## config.mk

```make
export PLATFORM = sky130hd
export DESIGN_NAME = ring_fault_diagnosis_table_core
export DESIGN_NICKNAME = d
export VERILOG_FILES = /design/src/rfd_pkg.sv /design/src/rfd_ram.sv /design/src/rfd_update.sv /design/src/ring_fault_diagnosis_table_core.sv
export SDC_FILE = /design/constraint.sdc
export NUM_CORES = 1
export LEC_CHECK = 0
export BUFFER_PORTS_ARGS = -buffer_cell sky130_fd_sc_hd__buf_2
export CAP_MARGIN = 30
export CORE_AREA = 2 2 260 262
export DETAILED_ROUTE_END_ITERATION = 8
export DIE_AREA = 0 0 262 264
export HOLD_SLACK_MARGIN = 0.1
export PLACE_DENSITY = 0.66
export SETUP_SLACK_MARGIN = 0.1
export SLEW_MARGIN = 5
export SYNTH_ARGS = -nofsm -noshare
export SYNTH_HDL_FRONTEND = slang
export SYNTH_HIERARCHICAL = 1
export SYNTH_SLANG_ARGS = --single-unit
```

## constraint.sdc

```tcl
create_clock -name clock -period 15.1 [get_ports clock]
set_input_delay 3.02 -clock clock [delete_from_list [all_inputs] [get_ports clock]]
set_output_delay 3.02 -clock clock [all_outputs]
set_load 0.03 [all_outputs]
```

## src/rfd_pkg.sv

```systemverilog
// ----------------------------------------------------------------------------
// rfd_pkg
// Shared types and constants for the ring fault diagnosis table.
// ----------------------------------------------------------------------------
`default_nettype none

package rfd_pkg;

   localparam int MAX_NODES = 16;
   localparam int NODE_W    = $clog2(MAX_NODES);
   localparam int CNT_W     = $clog2(MAX_NODES + 1);
   localparam int ENTRY_W   = 1 + NODE_W + 2 * MAX_NODES;

   localparam logic [CNT_W-1:0] NUM_NODES_RESET = CNT_W'(MAX_NODES);
   localparam logic [CNT_W-1:0] MIN_NODES       = CNT_W'(2);

   typedef enum logic [1:0] {
      OP_TEST   = 2'd0,
      OP_FAULT  = 2'd1,
      OP_REPAIR = 2'd2,
      OP_RSVD   = 2'd3
   } opcode_type;

   typedef enum logic [1:0] {
      STAT_DONE    = 2'd0,
      STAT_SKIPPED = 2'd1,
      STAT_ALREADY = 2'd2,
      STAT_BADIDX  = 2'd3
   } status_type;

   typedef enum logic [1:0] {
      DIAG_UNKNOWN = 2'd0,
      DIAG_OK      = 2'd1,
      DIAG_FAULTY  = 2'd2,
      DIAG_RSVD    = 2'd3
   } diag_type;

   typedef enum logic {
      FSM_IDLE = 1'b0,
      FSM_EXEC = 1'b1
   } state_type;

   typedef struct packed {
      logic [1:0]        opcode;
      logic [NODE_W-1:0] node;
   } req_type;

   typedef struct packed {
      logic [1:0]        status_code;
      logic [NODE_W-1:0] tested_node;
      logic              tested_faulty;
      logic              known_fault_valid;
      logic [NODE_W-1:0] known_fault_node;
   } rsp_type;

   // one table word: last-faulty record plus the diagnosis row
   typedef struct packed {
      logic                        lf_valid;
      logic [NODE_W-1:0]           lf_node;
      logic [MAX_NODES-1:0][1:0]   row;
   } entry_type;

   // captured event, handed to the update logic
   typedef struct packed {
      logic [1:0]        opcode;
      logic              bad;
      logic [NODE_W-1:0] tester;
      logic [NODE_W-1:0] succ;
      logic [CNT_W-1:0]  count;
      logic              tester_faulty;
      logic              succ_faulty;
   } ctrl_type;

   // update decision back to the top level
   typedef struct packed {
      logic      wr_en;
      logic      flag_set;
      logic      flag_clr;
      entry_type wr_entry;
      rsp_type   rsp;
   } upd_type;

endpackage

`default_nettype wire

```

## src/rfd_ram.sv

```systemverilog
// ----------------------------------------------------------------------------
// rfd_ram
// Generic RAM: one write port, two read ports, registered read data.
// ----------------------------------------------------------------------------
`default_nettype none

module rfd_ram #(
   parameter int WIDTH = 8,
   parameter int DEPTH = 16
) (
   input  wire logic                     clock,
   input  wire logic                     wr_en,
   input  wire logic [$clog2(DEPTH)-1:0] wr_addr,
   input  wire logic [WIDTH-1:0]         wr_data,
   input  wire logic [$clog2(DEPTH)-1:0] rd_addr_a,
   output      logic [WIDTH-1:0]         rd_data_a,
   input  wire logic [$clog2(DEPTH)-1:0] rd_addr_b,
   output      logic [WIDTH-1:0]         rd_data_b
);

   logic [WIDTH-1:0] mem_ff [DEPTH];

   always_ff @(posedge clock) begin
      if (wr_en) begin
         mem_ff[wr_addr] <= wr_data;
      end
      rd_data_a <= mem_ff[rd_addr_a];
      rd_data_b <= mem_ff[rd_addr_b];
   end

endmodule

`default_nettype wire

```

## src/rfd_update.sv

```systemverilog
// ----------------------------------------------------------------------------
// rfd_update
// Event decode and row merge: builds the write-back word, flag update and
// result word from the two table words read for an event.
// ----------------------------------------------------------------------------
`default_nettype none

module rfd_update
   import rfd_pkg::*;
(
   input  wire ctrl_type  ctrl,
   input  wire entry_type tester_entry,
   input  wire entry_type succ_entry,
   output      upd_type   upd
);

   entry_type merged;

   // merge successor's known entries inside the active ring, or mark a faulty successor
   always_comb begin
      merged = tester_entry;
      if (ctrl.succ_faulty) begin
         merged.lf_valid        = 1'b1;
         merged.lf_node         = ctrl.succ;
         merged.row[ctrl.succ]  = DIAG_FAULTY;
      end else begin
         if (succ_entry.lf_valid) begin
            merged.lf_valid = 1'b1;
            merged.lf_node  = succ_entry.lf_node;
         end
         for (int j = 0; j < MAX_NODES; j++) begin
            if ((CNT_W'(j) < ctrl.count) && (succ_entry.row[j] != DIAG_UNKNOWN)) begin
               merged.row[j] = succ_entry.row[j];
            end
         end
         merged.row[ctrl.succ] = DIAG_OK;
      end
   end

   always_comb begin
      upd          = '0;
      upd.wr_entry = merged;
      if (ctrl.bad) begin
         upd.rsp.status_code = STAT_BADIDX;
      end else begin
         case (ctrl.opcode)
            OP_FAULT: begin
               if (ctrl.tester_faulty) begin
                  upd.rsp.status_code = STAT_ALREADY;
               end else begin
                  upd.rsp.status_code = STAT_DONE;
                  upd.flag_set        = 1'b1;
               end
            end
            OP_REPAIR: begin
               upd.rsp.status_code = STAT_DONE;
               upd.flag_clr        = 1'b1;
            end
            OP_TEST: begin
               if (ctrl.tester_faulty) begin
                  upd.rsp.status_code = STAT_SKIPPED;
               end else begin
                  upd.wr_en                 = 1'b1;
                  upd.rsp.status_code       = STAT_DONE;
                  upd.rsp.tested_node       = ctrl.succ;
                  upd.rsp.tested_faulty     = ctrl.succ_faulty;
                  upd.rsp.known_fault_valid = merged.lf_valid;
                  upd.rsp.known_fault_node  = merged.lf_node;
               end
            end
            default: begin
               upd.rsp.status_code = STAT_BADIDX;
            end
         endcase
      end
   end

endmodule

`default_nettype wire

```

## src/ring_fault_diagnosis_table_core.sv

```systemverilog
// ----------------------------------------------------------------------------
// ring_fault_diagnosis_table_core
// Ring fault diagnosis table: fault flags, per-node diagnosis rows and
// last-faulty records, updated by test, fault and repair events.
// ----------------------------------------------------------------------------
// The result is strobed from a register loaded in the exec state.
// A new event is not taken while one is in flight; busy is high the cycle after accept,
//   while both table words (tester and successor) come back from the RAM.
// Receiver cannot stall; each result strobe is high for one cycle only.
// Reset (sync, active high): all nodes fault-free, all rows unknown, no
//   last-faulty record, num_nodes = 16. No clearing pass: per-entry valid
//   flops make unwritten table words read as zero.
`default_nettype none

module ring_fault_diagnosis_table_core
   import rfd_pkg::*;
(
   input  wire logic             clock,
   input  wire logic             reset,
   // event word
   input  wire logic             start,
   input  wire req_type          req_data,
   output      logic             busy,
   // result word
   output      logic             rsp_strobe,
   output      rsp_type          rsp_data,
   // config
   input  wire logic             csr_we,
   input  wire logic [CNT_W-1:0] csr_wdata
);

   state_type state_ff, state_in;

   logic [CNT_W-1:0]     num_nodes_ff;
   logic [CNT_W-1:0]     count;            // clamped node count
   logic [MAX_NODES-1:0] flags_ff, flags_in;
   logic [MAX_NODES-1:0] vld_ff, vld_in;   // table word written since reset
   ctrl_type             ctrl_ff, ctrl_in;
   logic                 rsp_strobe_ff, rsp_strobe_in;
   rsp_type              rsp_ff;

   logic                 accept;
   logic                 exec;
   logic [CNT_W-1:0]     succ_sum;
   logic [NODE_W-1:0]    succ;

   logic [ENTRY_W-1:0]   rd_a, rd_b;
   entry_type            tester_entry, succ_entry;
   upd_type              upd;

   // ---------------------------------------------------------------- config
   always_comb begin
      if (num_nodes_ff < MIN_NODES) begin
         count = MIN_NODES;
      end else if (num_nodes_ff > CNT_W'(MAX_NODES)) begin
         count = CNT_W'(MAX_NODES);
      end else begin
         count = num_nodes_ff;
      end
   end

   always_ff @(posedge clock) begin
      if (reset) begin
         num_nodes_ff <= NUM_NODES_RESET;
      end else if (csr_we) begin
         num_nodes_ff <= csr_wdata;
      end
   end

   // ---------------------------------------------------------------- FSM
   always_comb begin
      state_in = state_ff;
      case (state_ff)
         FSM_IDLE: begin
            if (start) begin
               state_in = FSM_EXEC;
            end
         end
         FSM_EXEC: begin
            state_in = FSM_IDLE;
         end
         default: begin
            state_in = FSM_IDLE;
         end
      endcase
   end

   always_comb begin
      busy = 1'b0;
      exec = 1'b0;
      case (state_ff)
         FSM_IDLE: busy = 1'b0;
         FSM_EXEC: begin
            busy = 1'b1;
            exec = 1'b1;
         end
         default:  busy = 1'b0;
      endcase
   end

   assign accept = start & ~busy;

   // ring successor: wraps at the active count
   assign succ_sum = {1'b0, req_data.node} + CNT_W'(1);
   assign succ     = (succ_sum == count) ? '0 : succ_sum[NODE_W-1:0];

   // capture the event; flags are stable until the end of this event
   always_comb begin
      ctrl_in = ctrl_ff;
      if (accept) begin
         ctrl_in.opcode        = req_data.opcode;
         ctrl_in.bad           = ({1'b0, req_data.node} >= count) ||
                                 (req_data.opcode == OP_RSVD);
         ctrl_in.tester        = req_data.node;
         ctrl_in.succ          = succ;
         ctrl_in.count         = count;
         ctrl_in.tester_faulty = flags_ff[req_data.node];
         ctrl_in.succ_faulty   = flags_ff[succ];
      end
   end

   // ---------------------------------------------------------------- table
   // Both reads issue at the accept edge; write-back lands at the end of the
   // exec cycle, before the next event can be accepted, so no forwarding.
   rfd_ram #(
      .WIDTH (ENTRY_W),
      .DEPTH (MAX_NODES)
   ) u_table (
      .clock     (clock),
      .wr_en     (exec & upd.wr_en),
      .wr_addr   (ctrl_ff.tester),
      .wr_data   (upd.wr_entry),
      .rd_addr_a (req_data.node),
      .rd_data_a (rd_a),
      .rd_addr_b (succ),
      .rd_data_b (rd_b)
   );

   assign tester_entry = vld_ff[ctrl_ff.tester] ? entry_type'(rd_a) : '0;
   assign succ_entry   = vld_ff[ctrl_ff.succ]   ? entry_type'(rd_b) : '0;

   rfd_update u_update (
      .ctrl         (ctrl_ff),
      .tester_entry (tester_entry),
      .succ_entry   (succ_entry),
      .upd          (upd)
   );

   // ---------------------------------------------------------------- state
   always_comb begin
      flags_in      = flags_ff;
      vld_in        = vld_ff;
      rsp_strobe_in = exec;
      if (exec) begin
         if (upd.flag_set) begin
            flags_in[ctrl_ff.tester] = 1'b1;
         end
         if (upd.flag_clr) begin
            flags_in[ctrl_ff.tester] = 1'b0;
         end
         if (upd.wr_en) begin
            vld_in[ctrl_ff.tester] = 1'b1;
         end
      end
   end

   always_ff @(posedge clock) begin
      if (reset) begin
         state_ff      <= FSM_IDLE;
         flags_ff      <= '0;
         vld_ff        <= '0;
         rsp_strobe_ff <= 1'b0;
      end else begin
         state_ff      <= state_in;
         flags_ff      <= flags_in;
         vld_ff        <= vld_in;
         rsp_strobe_ff <= rsp_strobe_in;
      end
   end

   // payload, no reset
   always_ff @(posedge clock) begin
      ctrl_ff <= ctrl_in;
      if (exec) begin
         rsp_ff <= upd.rsp;
      end
   end

   assign rsp_strobe = rsp_strobe_ff;
   assign rsp_data   = rsp_ff;

endmodule

`default_nettype wire
```

## Word level (Yosys, flattened, before mapping)

Memories as Yosys holds them, arrays and structs flattened. A register that Yosys moved wholly into a read port is not among the register bits.
Cells that the tools add are included.

- $add $sub $neg: 1
- $lt $le $gt $ge: 25
- Equality and inequality tests: 4
- Mux-type cells: 68
- Bitwise operators: 15
- Reduce and logical (&&, ||, !) cells: 38

Operator list:

| operator | number |
|---|---|
| 37-bit 2-to-1 mux | 3 |
| 2-bit 2-to-1 mux | 34 |
| 16-bit OR | 4 |
| 16-bit AND | 3 |
| 16-bit 2-to-1 mux | 3 |
| 16-bit inverter | 3 |
| 4-bit by 5-bit less-than comparator with 1-bit output (first input constant) | 8 |
| 2-bit nonzero test | 16 |
| 3-bit by 5-bit less-than comparator with 1-bit output (first input constant) | 4 |
| 4-bit by 5-bit less-than comparator with 1-bit output (second input constant) | 4 |
| 1-bit logical AND | 18 |
| 1-bit binary-select mux with 4-bit select | 4 |
| 5-bit 2-to-1 mux | 3 |
| 1-bit 2-to-1 mux | 14 |
| 1-bit by 5-bit less-than comparator with 1-bit output (first input constant) | 2 |
| 2-bit by 5-bit less-than comparator with 1-bit output (first input constant) | 2 |
| 2-bit demux with 4-bit select | 1 |
| 4-bit by 1-bit >= comparator with 1-bit output (second input constant) | 2 |
| 2-bit one-hot mux with 3 select lines | 1 |
| 4-bit by 1-bit adder with 5-bit output (second input constant) | 1 |
| 5-bit equality test | 1 |
| 4-bit by 5-bit >= comparator with 1-bit output | 1 |
| 5-bit greater-than comparator (second input constant) | 1 |
| 5-bit by 2-bit less-than comparator with 1-bit output (second input constant) | 1 |
| 12 further kinds | 17 |

- Register bits after elaboration: 69
- Bits in writable memories: 592
- Input bits: 15
- Output and inout bits: 14
- Logic and storage cells: 169
- Memories kept: 1

Memories:

| memory | depth | bits a word | rd ports | clocked after memory_dff | wr ports | line | source |
|---|---|---|---|---|---|---|---|
| u_table.mem_ff | 16 | 37 | 2 | 2 | 1 | rfd_ram.sv:21 | `logic [WIDTH-1:0] mem_ff [DEPTH];` |

## Depth between registers and ports, before layout

- Depth after elaboration: 9
- Depth in mapped cells: 12
- Depth with buffers taken out: 9

## Hierarchy

The synthesis kept the hierarchy.

By module, submodules not included:

| module | instances | cells each | area an instance (sq um) |
|---|---|---|---|
| rfd_ram | 1 | 1311 | 27999.4 |
| ring_fault_diagnosis_table_core | 1 | 333 | 3539.6 |
| rfd_update | 1 | 229 | 1313.8 |

## Least setup slack after synthesis

Ideal clock, no wire load.

- Path kind: input-to-reg
- Start: in req_data[0] (netlist bit)
- End: reg u_table.rd_data_b[16], read port of u_table.mem_ff
- Setup time: 120 ps
- Arrival: 5484 ps
- Required time: 14980 ps
- Path slack: 9496 ps
- Stages: 12
- Path buffers: 4
- Cells stage by stage: ha_1 > clkbuf_1 > nor3_1 > a2111oi_4 > and2_4 > nor2_1 > clkbuf_1 > buf_6 > buf_4 > mux4_2 > a22oi_1 > nand2_1

- Word-level cells in the longest chain between the ends: 3

Ends and longest elaborated chain:

| what | line | source |
|---|---|---|
| start, declared | ring_fault_diagnosis_table_core.sv:22 | `input wire req_type req_data,` |
| 4-bit by 1-bit adder with 5-bit output * | ring_fault_diagnosis_table_core.sv:104 | `assign succ_sum = {1'b0, req_data.node} + CNT_W'(1);` |
| 5-bit equality test | ring_fault_diagnosis_table_core.sv:105 | `assign succ = (succ_sum == count) ? '0 : succ_sum[NODE_W-1:0];` |
| 4-bit 2-to-1 mux * | ring_fault_diagnosis_table_core.sv:105 |  |
| via succ[0] | ring_fault_diagnosis_table_core.sv:45 | `logic [NODE_W-1:0] succ;` |
| end, declared | rfd_ram.sv:18 | `output logic [WIDTH-1:0] rd_data_b` |

The timed path passes the listed nets; every way through them passes the cells marked *.
A chain may end at the register's enable or synchronous reset.

## Final worst setup path

- Start: in req_data[1] (netlist bit)
- End: reg u_table.rd_data_b[33], read port of u_table.mem_ff

Same word-level chain as after synthesis.

==> metrics.cfg <==
[synth]
synth_fp_nets = 552
synth_cells = 533
yosysWarnings = 6
avgSynthCellArea_sq_um = 13.7
synthesis.area_sq_mm = 0.00729

[power]
power.share.switching_pct = 21.9
pwr-share-comb_pct = 7.5
intPower_w = 0.000790
power_switching_w = 0.000221
vdd_drop_max_mv = 0.0870
leakage_nw = 2.72
clkPwrFrac_pct = 45.8
p_seq_share_pct = 46.6
power_density_mw_per_mm2 = 114

[die]
coreArea_sq_mm = 0.0666
pin_count = 29
dieWidth_um = 262
fp-row-count = 95
initial_core_util_pct = 11.0
die-area_sq_mm = 0.0692
die_y_um = 264

[critical_path]
max_stage_delay_ns = 0.83
startpoint_type = input port
critPathBufInv = 1
slowest_stage = and2b_1
crit_chain = buf_2 -> ha_1 -> nor3_1 -> a2111oi_4 -> and2_4 -> and2b_1 -> mux4_2 -> a22oi_1 -> nand2_1
ff2ff_setup_slack_ns = 11.70
end_kind = flop
path_max_fanout = 29
path_delay_family = simple AND/OR/NAND/NOR gates
crit_type = input port to flop
crit_required_ns = 15.40
worst_ep_arrival_time_ns = 6.37

[sta]
hold_viol = 0
fin_tns_setup_ns = 0
slew_violations = 0
max_freq_mhz = 165
maxSlewHeadroom_pct = 30.8
period_needed_ns = 6.08
finalCritPeriodShare_pct = 40.2
holdWs_ns = 0.493
fin_ws_ns = 9.02
worstMarginPinSlew_ns = 1.03
rsz0062_at_grt = false
clock_skew_ns = 0.00928
final-setup-viol-count = 0

[cells_and_area]
fill_cells = 7408
syn_to_final_growth_pct = 22.1
nets = 539
drive_gt1_share_pct = 24.4

[detailed_routing]
vias = 4480
routedWlPerCell_um = 12.6
dr.first_iter.drc_count = 487
drt_pass1_iterations = 5
drc = 0
vias_per_cell = 3.18
drtAntennaViolNets = 0
wl_um = 17700

[cts]
cts_setup_buffers = 0
ctsLongestPathBuffers = 2
clock_sink_count = 154
cts_made_buffers = 17
cts_max_level = 4
tritoncts = done
path_clk_slew_ns = 0.06
cts_hold_buffers = 0
postCtsResizedCells = 0
clockRootBuffer = clkbuf_16
clkLatencyLatePin_ns = 0.42

[place]
dpl_worst_slack_ns = 8.62
hpwlAfterDp_um = 12800
numPortBuffers = 28
gp_congestion = 0.816

[grt]
antenna_found_initial = 2
grt_pass1_vias = 4536
grt_pass1_wl_um = 27500
grt_max_degree = 40
grt_overflow = 0
gr-usage-all-layers_pct = 5.22

[worst_hold_path]
hold_path.class = flop to flop

[outcome]
status = finished clean

[run]
cap_violations = 0

## cell usage in the layout, fill, tap and decap left out, types with 6 or more instances in the layout
cell type / instances
edfxtp_1: 105
nand2b_1: 7
nor3_1: 9
a22oi_1: 20
nor2_1: 49
mux2i_1: 10
a211oi_1: 16
buf_4: 6
o21ai_0: 8
a21oi_1: 35
dfxtp_1: 49
buf_2: 30
clkbuf_16: 17
nand2_1: 25
mux4_2: 57
and2_1: 23
nor2b_1: 11
## power groups by stage
| stage | Clock [W] | Combinational, W | Sequential [W] |
|---|---|---|---|
| 2_1_floorplan | 0 | 0.0000582 | 0.000479 |
| 3_3_place_gp | 0 | 0.0000728 | 0.000481 |
| 3_5_place_dp | 0 | 0.0000763 | 0.000481 |
| 4_1_cts | 0.000474 | 0.0000765 | 0.000472 |
| 5_1_grt | 0.000489 | 0.0000829 | 0.000473 |
| 6_report | 0.000464 | 0.0000762 | 0.000472 |
## layer usage
layer  up-vias  wire length [um]  track usage, %
met4         2               328            2.41
met3        22              1420            1.56
li1       1983                 -               -
met1      2267              7820            6.73
met5         -                12               0
met2       206              8120            7.95
## sequential cells by signal (all words and copies together) (netlist names)
name,cells
ctrl_ff,13
flags_ff,16
num_nodes_ff,5
rsp_data,12
rsp_strobe,1
state_ff,1
u_table/mem_ff,80
u_table/rd_data_a,5
u_table/rd_data_b,5
vld_ff,16
## worst reg2reg max path, stage by stage (launching register included)
cell and delay (ns):
edfxtp_1 0.59, mux4_2 0.59, mux4_2 0.55, and2_1 0.27, mux2i_1 0.14, o21ai_0 0.62
buf_4 0.35, and2_1 0.16
## path summary, 6_finish.rpt
kind | cells past startpoint | to | startpoint
worst max-delay path | 9 | u_table/rd_data_b[33] | req_data[1]
worst min-delay path | 2 | vld_ff[10] | vld_ff[10]
worst max register to register | 7 | rsp_data[1] | ctrl_ff[7]
worst min register to register | 2 | vld_ff[10] | vld_ff[10]
## metrics by stage
step / cell area, sq um / util [%] / total power, W / instances
floorplan: 7290 / - / 0.000537 / 533
global placement: 8210 / 12.3 / 0.000554 / 1370
detailed placement: 8260 / 12.4 / 0.000557 / 1374
CTS: 8900 / 13.4 / 0.00102 / 1406
global route: 8900 / 13.4 / 0.00104 / 1406
finish: 8900 / 13.4 / 0.00101 / 1407
## final cells by class
| class | instances | area, sq um | area share [%] |
|---|---|---|---|
| Clock inverter | 11 | 195 | 2.19 |
| Tap cell | 873 | 1090 | 12.3 |
| Multi-Input combinational cell | 306 | 2790 | 31.4 |
| Inverter | 4 | 15.0 | 0.169 |
| Sequential cell | 154 | 4130 | 46.4 |
| Timing Repair Buffer | 37 | 223 | 2.50 |
| Clock buffer | 21 | 450 | 5.06 |
| Antenna cell | 1 | 2.50 | 0.0281 |
Note: power is estimated with default switching activity, not from simulation.
